[src/sv/postfix_expression_evaluator_assert.svh]
// Assertion macros shared by the postfix evaluator RTL.
`ifndef POSTFIX_EXPRESSION_EVALUATOR_ASSERT_SVH
`define POSTFIX_EXPRESSION_EVALUATOR_ASSERT_SVH

// Property checked at every aclk edge outside reset.
`define PEF_ASSERT(lbl, prop, msg) \
    lbl: assert property (@(posedge aclk) disable iff (!aresetn) (prop)) else $error(msg);

// Condition that must never be seen outside reset.
`define PEF_NEVER(lbl, expr, msg) \
    lbl: assert property (@(posedge aclk) disable iff (!aresetn) !(expr)) else $error(msg);

`endif

[src/sv/pef_pkg.sv]
// Shared types and constants of the postfix expression evaluator.
package pef_pkg;

    localparam int DATA_W = 32;

    // Expression characters
    localparam logic [7:0] CH_ZERO  = 8'h30;
    localparam logic [7:0] CH_NINE  = 8'h39;
    localparam logic [7:0] CH_PLUS  = 8'h2B;
    localparam logic [7:0] CH_MINUS = 8'h2D;
    localparam logic [7:0] CH_STAR  = 8'h2A;
    localparam logic [7:0] CH_SLASH = 8'h2F;

    // Value of a pop from an empty stack
    localparam logic [DATA_W-1:0] VAL_EMPTY = '1;

    // Divider request and response
    typedef struct packed {
        logic              start;
        logic [DATA_W-1:0] dividend;
        logic [DATA_W-1:0] divisor;
    } div_req_t;

    typedef struct packed {
        logic              done;
        logic [DATA_W-1:0] quotient;
    } div_rsp_t;

endpackage

[src/sv/postfix_expression_evaluator.sv]
// Postfix expression evaluator: stack sequencer around the operand memory.
//
// Input channel s_*: one expression character per item; s_tlast marks the
// last character of an expression. Result channel m_*: one item per
// expression, the final popped value with its sticky error flags.
// Work per input item, set by the sequencer around the operand memory:
// a digit is pushed as it is accepted; an operator passes through accept,
// two pops through the registered memory read, execute and push; a
// division by a nonzero divisor also waits for the 32-step divider. The
// last character adds the final pop, and its result is written to the
// output register once the final memory read returns.
// Reset empties the stack and clears the flags; the memory needs no
// clearing pass since only entries below the fill count are read.
// A stalled receiver holds the result in the output register; the next
// expression is accepted meanwhile and only its final pop waits for the
// output register to drain.
module postfix_expression_evaluator import pef_pkg::*; #(
    parameter int STACK_DEPTH = 64
) (
    input  logic        aclk,
    input  logic        aresetn,
    input  logic        s_tvalid,
    output logic        s_tready,
    input  logic [7:0]  s_tdata,   // [7:0] ch
    input  logic        s_tlast,   // is_last
    output logic        m_tvalid,
    input  logic        m_tready,
    output logic [31:0] m_tdata,   // [31:0] value
    output logic [2:0]  m_tuser    // [0] underflow, [1] overflow, [2] div_zero
);

`include "postfix_expression_evaluator_assert.svh"

    localparam int AW = (STACK_DEPTH > 1) ? $clog2(STACK_DEPTH) : 1;
    localparam int CW = $clog2(STACK_DEPTH + 1);
    localparam logic [CW-1:0] DEPTH_C = CW'(STACK_DEPTH);

    typedef enum logic [6:0] {
        ST_IDLE  = 7'b0000001,
        ST_POP1  = 7'b0000010,
        ST_POP2  = 7'b0000100,
        ST_EXEC  = 7'b0001000,
        ST_DIV   = 7'b0010000,
        ST_FINAL = 7'b0100000,
        ST_FREAD = 7'b1000000
    } state_t;

    state_t            state_reg, state_next;
    logic [7:0]        ch_reg, ch_next;
    logic              last_reg, last_next;
    logic [CW-1:0]     cnt_reg, cnt_next;
    logic              uf_reg, uf_next;
    logic              of_reg, of_next;
    logic              dz_reg, dz_next;
    logic [DATA_W-1:0] v1_reg, v1_next;
    logic [DATA_W-1:0] v2_reg, v2_next;
    logic [DATA_W-1:0] m_tdata_reg, m_tdata_next;
    logic [2:0]        m_tuser_reg, m_tuser_next;
    logic              m_tvalid_reg, m_tvalid_next;

    logic              ram_we;
    logic [AW-1:0]     ram_waddr;
    logic [DATA_W-1:0] ram_wdata;
    logic              ram_re;
    logic [AW-1:0]     ram_raddr;
    logic [DATA_W-1:0] ram_rdata;

    div_req_t          div_req;
    div_rsp_t          div_rsp;

    logic              accept;
    logic              push_en;
    logic [DATA_W-1:0] push_val;
    logic [CW-1:0]     cnt_m1;
    logic [CW-1:0]     cnt_m2;
    logic              has1;
    logic              has2;
    logic              full;
    logic [DATA_W-1:0] sum;
    logic [DATA_W-1:0] dif;
    logic [DATA_W-1:0] prod;

    assign accept = s_tvalid && s_tready;
    assign s_tready = (state_reg == ST_IDLE);

    assign cnt_m1 = cnt_reg - CW'(1);
    assign cnt_m2 = cnt_reg - CW'(2);
    assign has1   = (cnt_reg != '0);
    assign has2   = (cnt_reg >= CW'(2));
    assign full   = (cnt_reg >= DEPTH_C);

    // Arithmetic on the two popped operands
    assign sum  = v2_reg + v1_reg;
    assign dif  = v2_reg - v1_reg;
    assign prod = v2_reg * v1_reg;

    pef_stack_ram #(
        .DEPTH (STACK_DEPTH),
        .AW    (AW)
    ) u_ram (
        .aclk  (aclk),
        .we    (ram_we),
        .waddr (ram_waddr),
        .wdata (ram_wdata),
        .re    (ram_re),
        .raddr (ram_raddr),
        .rdata (ram_rdata)
    );

    pef_divider u_div (
        .aclk    (aclk),
        .aresetn (aresetn),
        .req     (div_req),
        .rsp     (div_rsp)
    );

    // Sequencer: reads and writes to the memory never share a cycle
    always_comb begin
        state_next    = state_reg;
        ch_next       = ch_reg;
        last_next     = last_reg;
        cnt_next      = cnt_reg;
        uf_next       = uf_reg;
        of_next       = of_reg;
        dz_next       = dz_reg;
        v1_next       = v1_reg;
        v2_next       = v2_reg;
        m_tdata_next  = m_tdata_reg;
        m_tuser_next  = m_tuser_reg;
        m_tvalid_next = m_tvalid_reg && !m_tready;
        ram_re        = 1'b0;
        ram_raddr     = cnt_m1[AW-1:0];
        push_en       = 1'b0;
        push_val      = '0;
        div_req.start    = 1'b0;
        div_req.dividend = v2_reg;
        div_req.divisor  = v1_reg;

        case (state_reg)
            ST_IDLE: begin
                if (accept) begin
                    ch_next   = s_tdata;
                    last_next = s_tlast;
                    if (s_tdata inside {[CH_ZERO:CH_NINE]}) begin
                        push_en    = 1'b1;
                        push_val   = DATA_W'(s_tdata - CH_ZERO);
                        state_next = s_tlast ? ST_FINAL : ST_IDLE;
                    end else begin
                        ram_re     = has1;
                        state_next = ST_POP1;
                    end
                end
            end
            ST_POP1: begin
                v1_next    = has1 ? ram_rdata : VAL_EMPTY;
                ram_re     = has2;
                ram_raddr  = cnt_m2[AW-1:0];
                uf_next    = uf_reg || !has2;
                state_next = ST_POP2;
            end
            ST_POP2: begin
                v2_next    = has2 ? ram_rdata : VAL_EMPTY;
                cnt_next   = has2 ? cnt_m2 : '0;
                state_next = ST_EXEC;
            end
            ST_EXEC: begin
                state_next = last_reg ? ST_FINAL : ST_IDLE;
                case (ch_reg)
                    CH_PLUS: begin
                        push_en  = 1'b1;
                        push_val = sum;
                    end
                    CH_MINUS: begin
                        push_en  = 1'b1;
                        push_val = dif;
                    end
                    CH_STAR: begin
                        push_en  = 1'b1;
                        push_val = prod;
                    end
                    CH_SLASH: begin
                        if (v1_reg == '0) begin
                            dz_next = 1'b1;
                            push_en = 1'b1;
                        end else begin
                            div_req.start = 1'b1;
                            state_next    = ST_DIV;
                        end
                    end
                    default: begin
                    end
                endcase
            end
            ST_DIV: begin
                if (div_rsp.done) begin
                    push_en    = 1'b1;
                    push_val   = div_rsp.quotient;
                    state_next = last_reg ? ST_FINAL : ST_IDLE;
                end
            end
            ST_FINAL: begin
                // wait until the output register is free
                if (!m_tvalid_reg || m_tready) begin
                    ram_re     = has1;
                    state_next = ST_FREAD;
                end
            end
            ST_FREAD: begin
                m_tdata_next  = has1 ? ram_rdata : VAL_EMPTY;
                m_tuser_next  = {dz_reg, of_reg, uf_reg || !has1};
                m_tvalid_next = 1'b1;
                cnt_next      = '0;
                uf_next       = 1'b0;
                of_next       = 1'b0;
                dz_next       = 1'b0;
                state_next    = ST_IDLE;
            end
            default: begin
                state_next = ST_IDLE;
            end
        endcase

        // Push, dropped when the stack is full
        ram_we    = 1'b0;
        ram_waddr = cnt_reg[AW-1:0];
        ram_wdata = push_val;
        if (push_en) begin
            if (full) begin
                of_next = 1'b1;
            end else begin
                ram_we   = 1'b1;
                cnt_next = cnt_reg + CW'(1);
            end
        end
    end

    // Control registers
    always_ff @(posedge aclk) begin
        if (!aresetn) begin
            state_reg    <= ST_IDLE;
            cnt_reg      <= '0;
            uf_reg       <= 1'b0;
            of_reg       <= 1'b0;
            dz_reg       <= 1'b0;
            m_tvalid_reg <= 1'b0;
        end else begin
            state_reg    <= state_next;
            cnt_reg      <= cnt_next;
            uf_reg       <= uf_next;
            of_reg       <= of_next;
            dz_reg       <= dz_next;
            m_tvalid_reg <= m_tvalid_next;
        end
    end

    // Payload registers
    always_ff @(posedge aclk) begin
        ch_reg      <= ch_next;
        last_reg    <= last_next;
        v1_reg      <= v1_next;
        v2_reg      <= v2_next;
        m_tdata_reg <= m_tdata_next;
        m_tuser_reg <= m_tuser_next;
    end

    assign m_tvalid = m_tvalid_reg;
    assign m_tdata  = m_tdata_reg;
    assign m_tuser  = m_tuser_reg;

    // Checks
    `PEF_NEVER(a_cnt_range, cnt_reg > DEPTH_C, "stack count beyond depth")
    `PEF_NEVER(a_ram_rw, ram_we && ram_re, "memory read and write in one cycle")
    `PEF_ASSERT(a_out_free, (state_reg == ST_FREAD) |-> !m_tvalid_reg, "result overwrites item")
    `PEF_ASSERT(a_div_owner, div_rsp.done |-> (state_reg == ST_DIV), "divider done while not waiting")
    `PEF_ASSERT(a_final_clear, (state_reg == ST_FREAD) |=> (cnt_reg == '0 && !uf_reg), "no clear")

endmodule

[src/sv/pef_stack_ram.sv]
// Operand stack memory: one write port, one registered read port.
module pef_stack_ram import pef_pkg::*; #(
    parameter int DEPTH = 64,
    parameter int AW    = 6
) (
    input  logic              aclk,
    input  logic              we,
    input  logic [AW-1:0]     waddr,
    input  logic [DATA_W-1:0] wdata,
    input  logic              re,
    input  logic [AW-1:0]     raddr,
    output logic [DATA_W-1:0] rdata
);

    logic [DATA_W-1:0] mem [DEPTH];
    logic [DATA_W-1:0] rdata_reg;

    // Write port
    always_ff @(posedge aclk) begin
        if (we) begin
            mem[waddr] <= wdata;
        end
    end

    // Read port, registered
    always_ff @(posedge aclk) begin
        if (re) begin
            rdata_reg <= mem[raddr];
        end
    end

    assign rdata = rdata_reg;

endmodule

[src/sv/pef_divider.sv]
// Signed 32-bit divider, truncating toward zero, one quotient bit per cycle.
module pef_divider import pef_pkg::*; (
    input  logic     aclk,
    input  logic     aresetn,
    input  div_req_t req,
    output div_rsp_t rsp
);

    logic              busy_reg;
    logic              done_reg;
    logic [4:0]        step_reg;
    logic [DATA_W-1:0] rem_reg;
    logic [DATA_W-1:0] quo_reg;
    logic [DATA_W-1:0] dvs_reg;
    logic              neg_reg;

    logic              na;
    logic              nb;
    logic [DATA_W:0]   shifted;
    logic [DATA_W:0]   diff;
    logic              fits;

    assign na = req.dividend[DATA_W-1];
    assign nb = req.divisor[DATA_W-1];

    // Restoring step on the magnitudes
    assign shifted = {rem_reg, quo_reg[DATA_W-1]};
    assign diff    = shifted - {1'b0, dvs_reg};
    assign fits    = !diff[DATA_W];

    // Control
    always_ff @(posedge aclk) begin
        if (!aresetn) begin
            busy_reg <= 1'b0;
            done_reg <= 1'b0;
            step_reg <= '0;
        end else begin
            done_reg <= 1'b0;
            if (req.start && !busy_reg) begin
                busy_reg <= 1'b1;
                step_reg <= '0;
            end else if (busy_reg) begin
                step_reg <= step_reg + 5'd1;
                if (step_reg == 5'd31) begin
                    busy_reg <= 1'b0;
                    done_reg <= 1'b1;
                end
            end
        end
    end

    // Datapath
    always_ff @(posedge aclk) begin
        if (req.start && !busy_reg) begin
            quo_reg <= na ? (DATA_W'(0) - req.dividend) : req.dividend;
            dvs_reg <= nb ? (DATA_W'(0) - req.divisor) : req.divisor;
            rem_reg <= '0;
            neg_reg <= na ^ nb;
        end else if (busy_reg) begin
            rem_reg <= fits ? diff[DATA_W-1:0] : shifted[DATA_W-1:0];
            quo_reg <= {quo_reg[DATA_W-2:0], fits};
        end
    end

    assign rsp.done     = done_reg;
    assign rsp.quotient = neg_reg ? (DATA_W'(0) - quo_reg) : quo_reg;

endmodule

[config.mk]
export PLATFORM = sky130hd
export DESIGN_NAME = postfix_expression_evaluator
export DESIGN_NICKNAME = d
export VERILOG_FILES = /design/src/sv/pef_pkg.sv /design/src/sv/postfix_expression_evaluator.sv /design/src/sv/pef_stack_ram.sv /design/src/sv/pef_divider.sv
export VERILOG_INCLUDE_DIRS = /design/src /design/src/sv
export SDC_FILE = /design/constraint.sdc
export NUM_CORES = 2
export LEC_CHECK = 0
export BUFFER_PORTS_ARGS = -buffer_cell sky130_fd_sc_hd__buf_2
export CAP_MARGIN = 5
export CORE_MARGIN = 2
export CORE_UTILIZATION = 25
export CTS_CLUSTER_SIZE = 24
export DETAILED_ROUTE_END_ITERATION = 8
export PLACE_DENSITY_LB_ADDON = 0.2
export RECOVER_POWER = 25
export SLEW_MARGIN = 10
export SYNTH_ARGS = -nofsm -noshare
export SYNTH_HDL_FRONTEND = slang
export SYNTH_SLANG_ARGS = --single-unit
[constraint.sdc]
create_clock -name aclk -period 19.13 [get_ports aclk]
set_clock_uncertainty 0.1 [all_clocks]
set_input_delay 1.913 -clock aclk [delete_from_list [all_inputs] [get_ports aclk]]
set_output_delay 1.913 -clock aclk [all_outputs]
set_load 0.05 [all_outputs]
==> reports/results.ini <==
[pwr]
p_per_area_nw_per_um2=117.1
power_leakage_nw=46.96
peakVddDrop_uv=347.0

[timing]
rsz0062_at_grt=false
clock.fmax_ghz=0.1009
slew_headroom_pct=-172.7
holdWs_ns=0.3776
maxSlewViolCount=1431
tightest_slew_ns=4.090
tns_ns=0
worst_slack_ns=9.219
fin_crit_ns=9.911
period_share_pct=51.81
hold_viol_final=0
setup-violations-final=0

[worst_setup_path]
r2r-start=v2_reg[13]$_SDFFCE_PP1P_
worstSetupEndpointType=flip-flop
cp_max_fo=64
worstSetupStartpoint=v2_reg[13]$_SDFFCE_PP1P_
critPathKind=reg2reg
start_kind=flip-flop
ff2ff_path_depth=25
worst-endpoint-arrival_ns=10.32
r2r_slack_ns=9.22
worstPathRequired_ns=19.53

[drt]
route.detailed.drc=0
drt_wl_total_um=392100
drt_first_pass_iters=5
postRouteAntennaNets=0
drtIter0Drc=6810
avgViaCountPerCell=4.868
vias=75700
wl_per_cell_um=25.21

[min_path]
min_path_type=reg2reg
min_from=u_div.rem_reg[6]$_SDFFE_PP0P_
holdPathStages=2

[synthesis]
synth_top_area_cell=edfxtp_1
netlist.area_leader.share_pct=59.97
synth.area.top_cells=edfxtp_1, nand2_1, fa_1
yosysSeqAreaShare_pct=60.98
synthArstFlopShare_pct=0
synth_ff_type=edfxtp_1
yosysWarnings=0
synth_adder_area_share_pct=9.505
synth-xor-area-share_pct=2.042
synth_nets=10080
syn_inst=9453
synthSimpleGateAreaFrac_pct=15.83
ys_ff_latch=2310
synth_top_family_by_area=simple AND/OR/NAND/NOR gates
muxShareOfSynthArea_pct=0.9427
syn_area_um2=112800
synth_compound_area_share_pct=7.116
synth_edf_count=2253
synth_cell_types=73
syn_avg_cell_area_um2=11.93

[placement]
dp_hpwl_um=229900
dpl.cell_count=15070
pre_cts_ws_ns=9.354
gp_congestion=0.8556
placed_area_um2=121200
io_buffers=49

[global_route]
grt_pass1_wl_um=557700
grt_antenna_before_repair=36
grtUsageTotal_pct=16.74
grt_pass1_vias=74550
grt_overflow=0
grt_max_degree=158

[clock_tree]
clk_latency_ns=0.86
cts.sinks=2310
cts_root_buffer=clkbuf_16
clk_pin_slew_worst_paths_ns=0.07
cts_tree=done
cts_setup_buffers=0
hold_buffers=0
cts_buffers=268
cts_resized=0
htreeDepth=5
clockBufferDepth=4

[floorplanning]
fp.coreArea_um2=449100
die_w_um=675.8
initial_utilization_pct=25.12
rows=246
ios=50
dieArea_um2=456600
die_h_um=675.8

[layout]
nets=10010
top_register=u_ram.mem
area_growth_pct=14.40
fillCellCount=45740
final_cell_area_um2=129100
drive_gt1_share_pct=7.276
fin_cells=15550
largest_reg_flops=2048

[run_status]
run_status=complete, but fails checks
violations=max-capacitance violations, max-slew violations

[flow_run]
cap_viol_max_count=44

## cell usage after synthesis, drive strengths merged (16+ instances only)
| master | instances |
|---|---|
| nor2b | 23 |
| inv | 445 |
| and3 | 273 |
| a21o | 34 |
| nand2 | 2433 |
| a22oi | 20 |
| nand2b | 94 |
| o221ai | 26 |
| o31ai | 32 |
| a21oi | 251 |
| xor2 | 113 |
| or3 | 26 |
| nor2 | 189 |
| o21ai | 115 |
| a311oi | 386 |
| ha | 201 |
| edfxtp | 2253 |
| dfxtp | 57 |
| o21a | 19 |
| mux2i | 32 |
| clkbuf | 555 |
| nand3 | 545 |
| mux4 | 32 |
| and2 | 322 |
| xnor2 | 150 |
| fa | 410 |
| buf | 67 |
| o41ai | 16 |
| nor3 | 40 |
| a31oi | 143 |
## path summary, 6_finish.rpt
| check | to |
|---|---|
| setup reg to reg | u_ram.mem[23][31]$_DFFE_PP_ |
| hold reg to reg | u_div.rem_reg[6]$_SDFFE_PP0P_ |
| hold / removal | u_div.rem_reg[6]$_SDFFE_PP0P_ |
| setup / recovery | u_ram.mem[23][31]$_DFFE_PP_ |
## area by class of cell
cell class	instances	area (um^2)	area share [%]
Antenna cell	21	52.55	0.04072
Clock inverter	98	885.9	0.6864
Multi-Input combinational cell	6076	40850	31.66
Clock buffer	362	7333	5.682
Inverter	445	1670	1.294
Timing Repair Buffer	288	2017	1.563
Tap cell	5952	7447	5.771
Sequential cell	2310	68800	53.31
## power breakdown
part           switching [mW]  leakage [nW]  internal [mW]
Sequential             0.0102          23.4           5.50
Clock                    2.07          4.00           2.87
Combinational            2.96          19.6           1.70
Total                    5.05          47.0           10.1
## kinds of logic (layout without fill, tap and decap cells)
family / count (synthesis) / count (layout)
AO/OA/AOI/OAI: 1132 / 1132
XOR/XNOR: 263 / 263
adder cells (fa/ha/maj): 611 / 611
buffers and inverters: 1067 / 1193
flip-flops: 2310 / 2310
multiplexers: 66 / 66
other: 0 / 21
AND/OR/NAND/NOR: 4004 / 4004
## layer usage
layer | track usage, % | vias to the layer above | part of all wire [%]
met1 | 23.54 | 39430 | 46
met5 | 0 | - | 0.0018
met4 | 5.028 | 2 | 3.1
li1 | - | 33460 | -
met2 | 26.87 | 2312 | 46
met3 | 2.165 | 497 | 5.3
## layout by cell type, fill, tap and decap left out, types with 49 or more instances in the layout
| cell type | count |
|---|---|
| edfxtp_1 | 2253 |
| ha_1 | 201 |
| xnor2_1 | 144 |
| xor2_1 | 113 |
| buf_4 | 188 |
| fa_1 | 410 |
| nand2b_1 | 93 |
| clkbuf_16 | 279 |
| a311oi_1 | 386 |
| and2_1 | 312 |
| nor2_4 | 49 |
| a31oi_1 | 143 |
| o21ai_0 | 107 |
| and3_1 | 273 |
| dfxtp_1 | 57 |
| nand2_1 | 2432 |
| nand3_1 | 545 |
| inv_1 | 445 |
| nor2_1 | 139 |
| clkbuf_1 | 163 |
| a21oi_1 | 245 |
## per-stage QoR
step | util [%] | total power, mW
floorplan | - | 8.446
global placement | 26.98 | 10.20
detailed placement | 26.98 | 10.17
CTS | 28.81 | 15.18
global route | 28.73 | 15.74
finish | 28.74 | 15.11
## critical path: stages (launching register included)
cell,delay (ns)
edfxtp_1,1.01
and2_1,0.27
fa_1,0.42
fa_1,0.51
fa_1,0.52
inv_1,0.05
fa_1,0.48
inv_1,0.06
fa_1,0.52
inv_1,0.06
fa_1,0.54
inv_1,0.06
fa_1,0.51
fa_1,0.43
ha_1,0.37
nand2_1,0.12
nor2_1,0.06
o41ai_1,0.51
or4b_2,0.66
nand3_1,0.22
a21oi_1,0.10
a2111oi_0,0.70
a21oi_1,0.17
xnor2_1,0.18
o211ai_1,0.28
buf_4,0.55
Power figures use the tool's default switching activity.
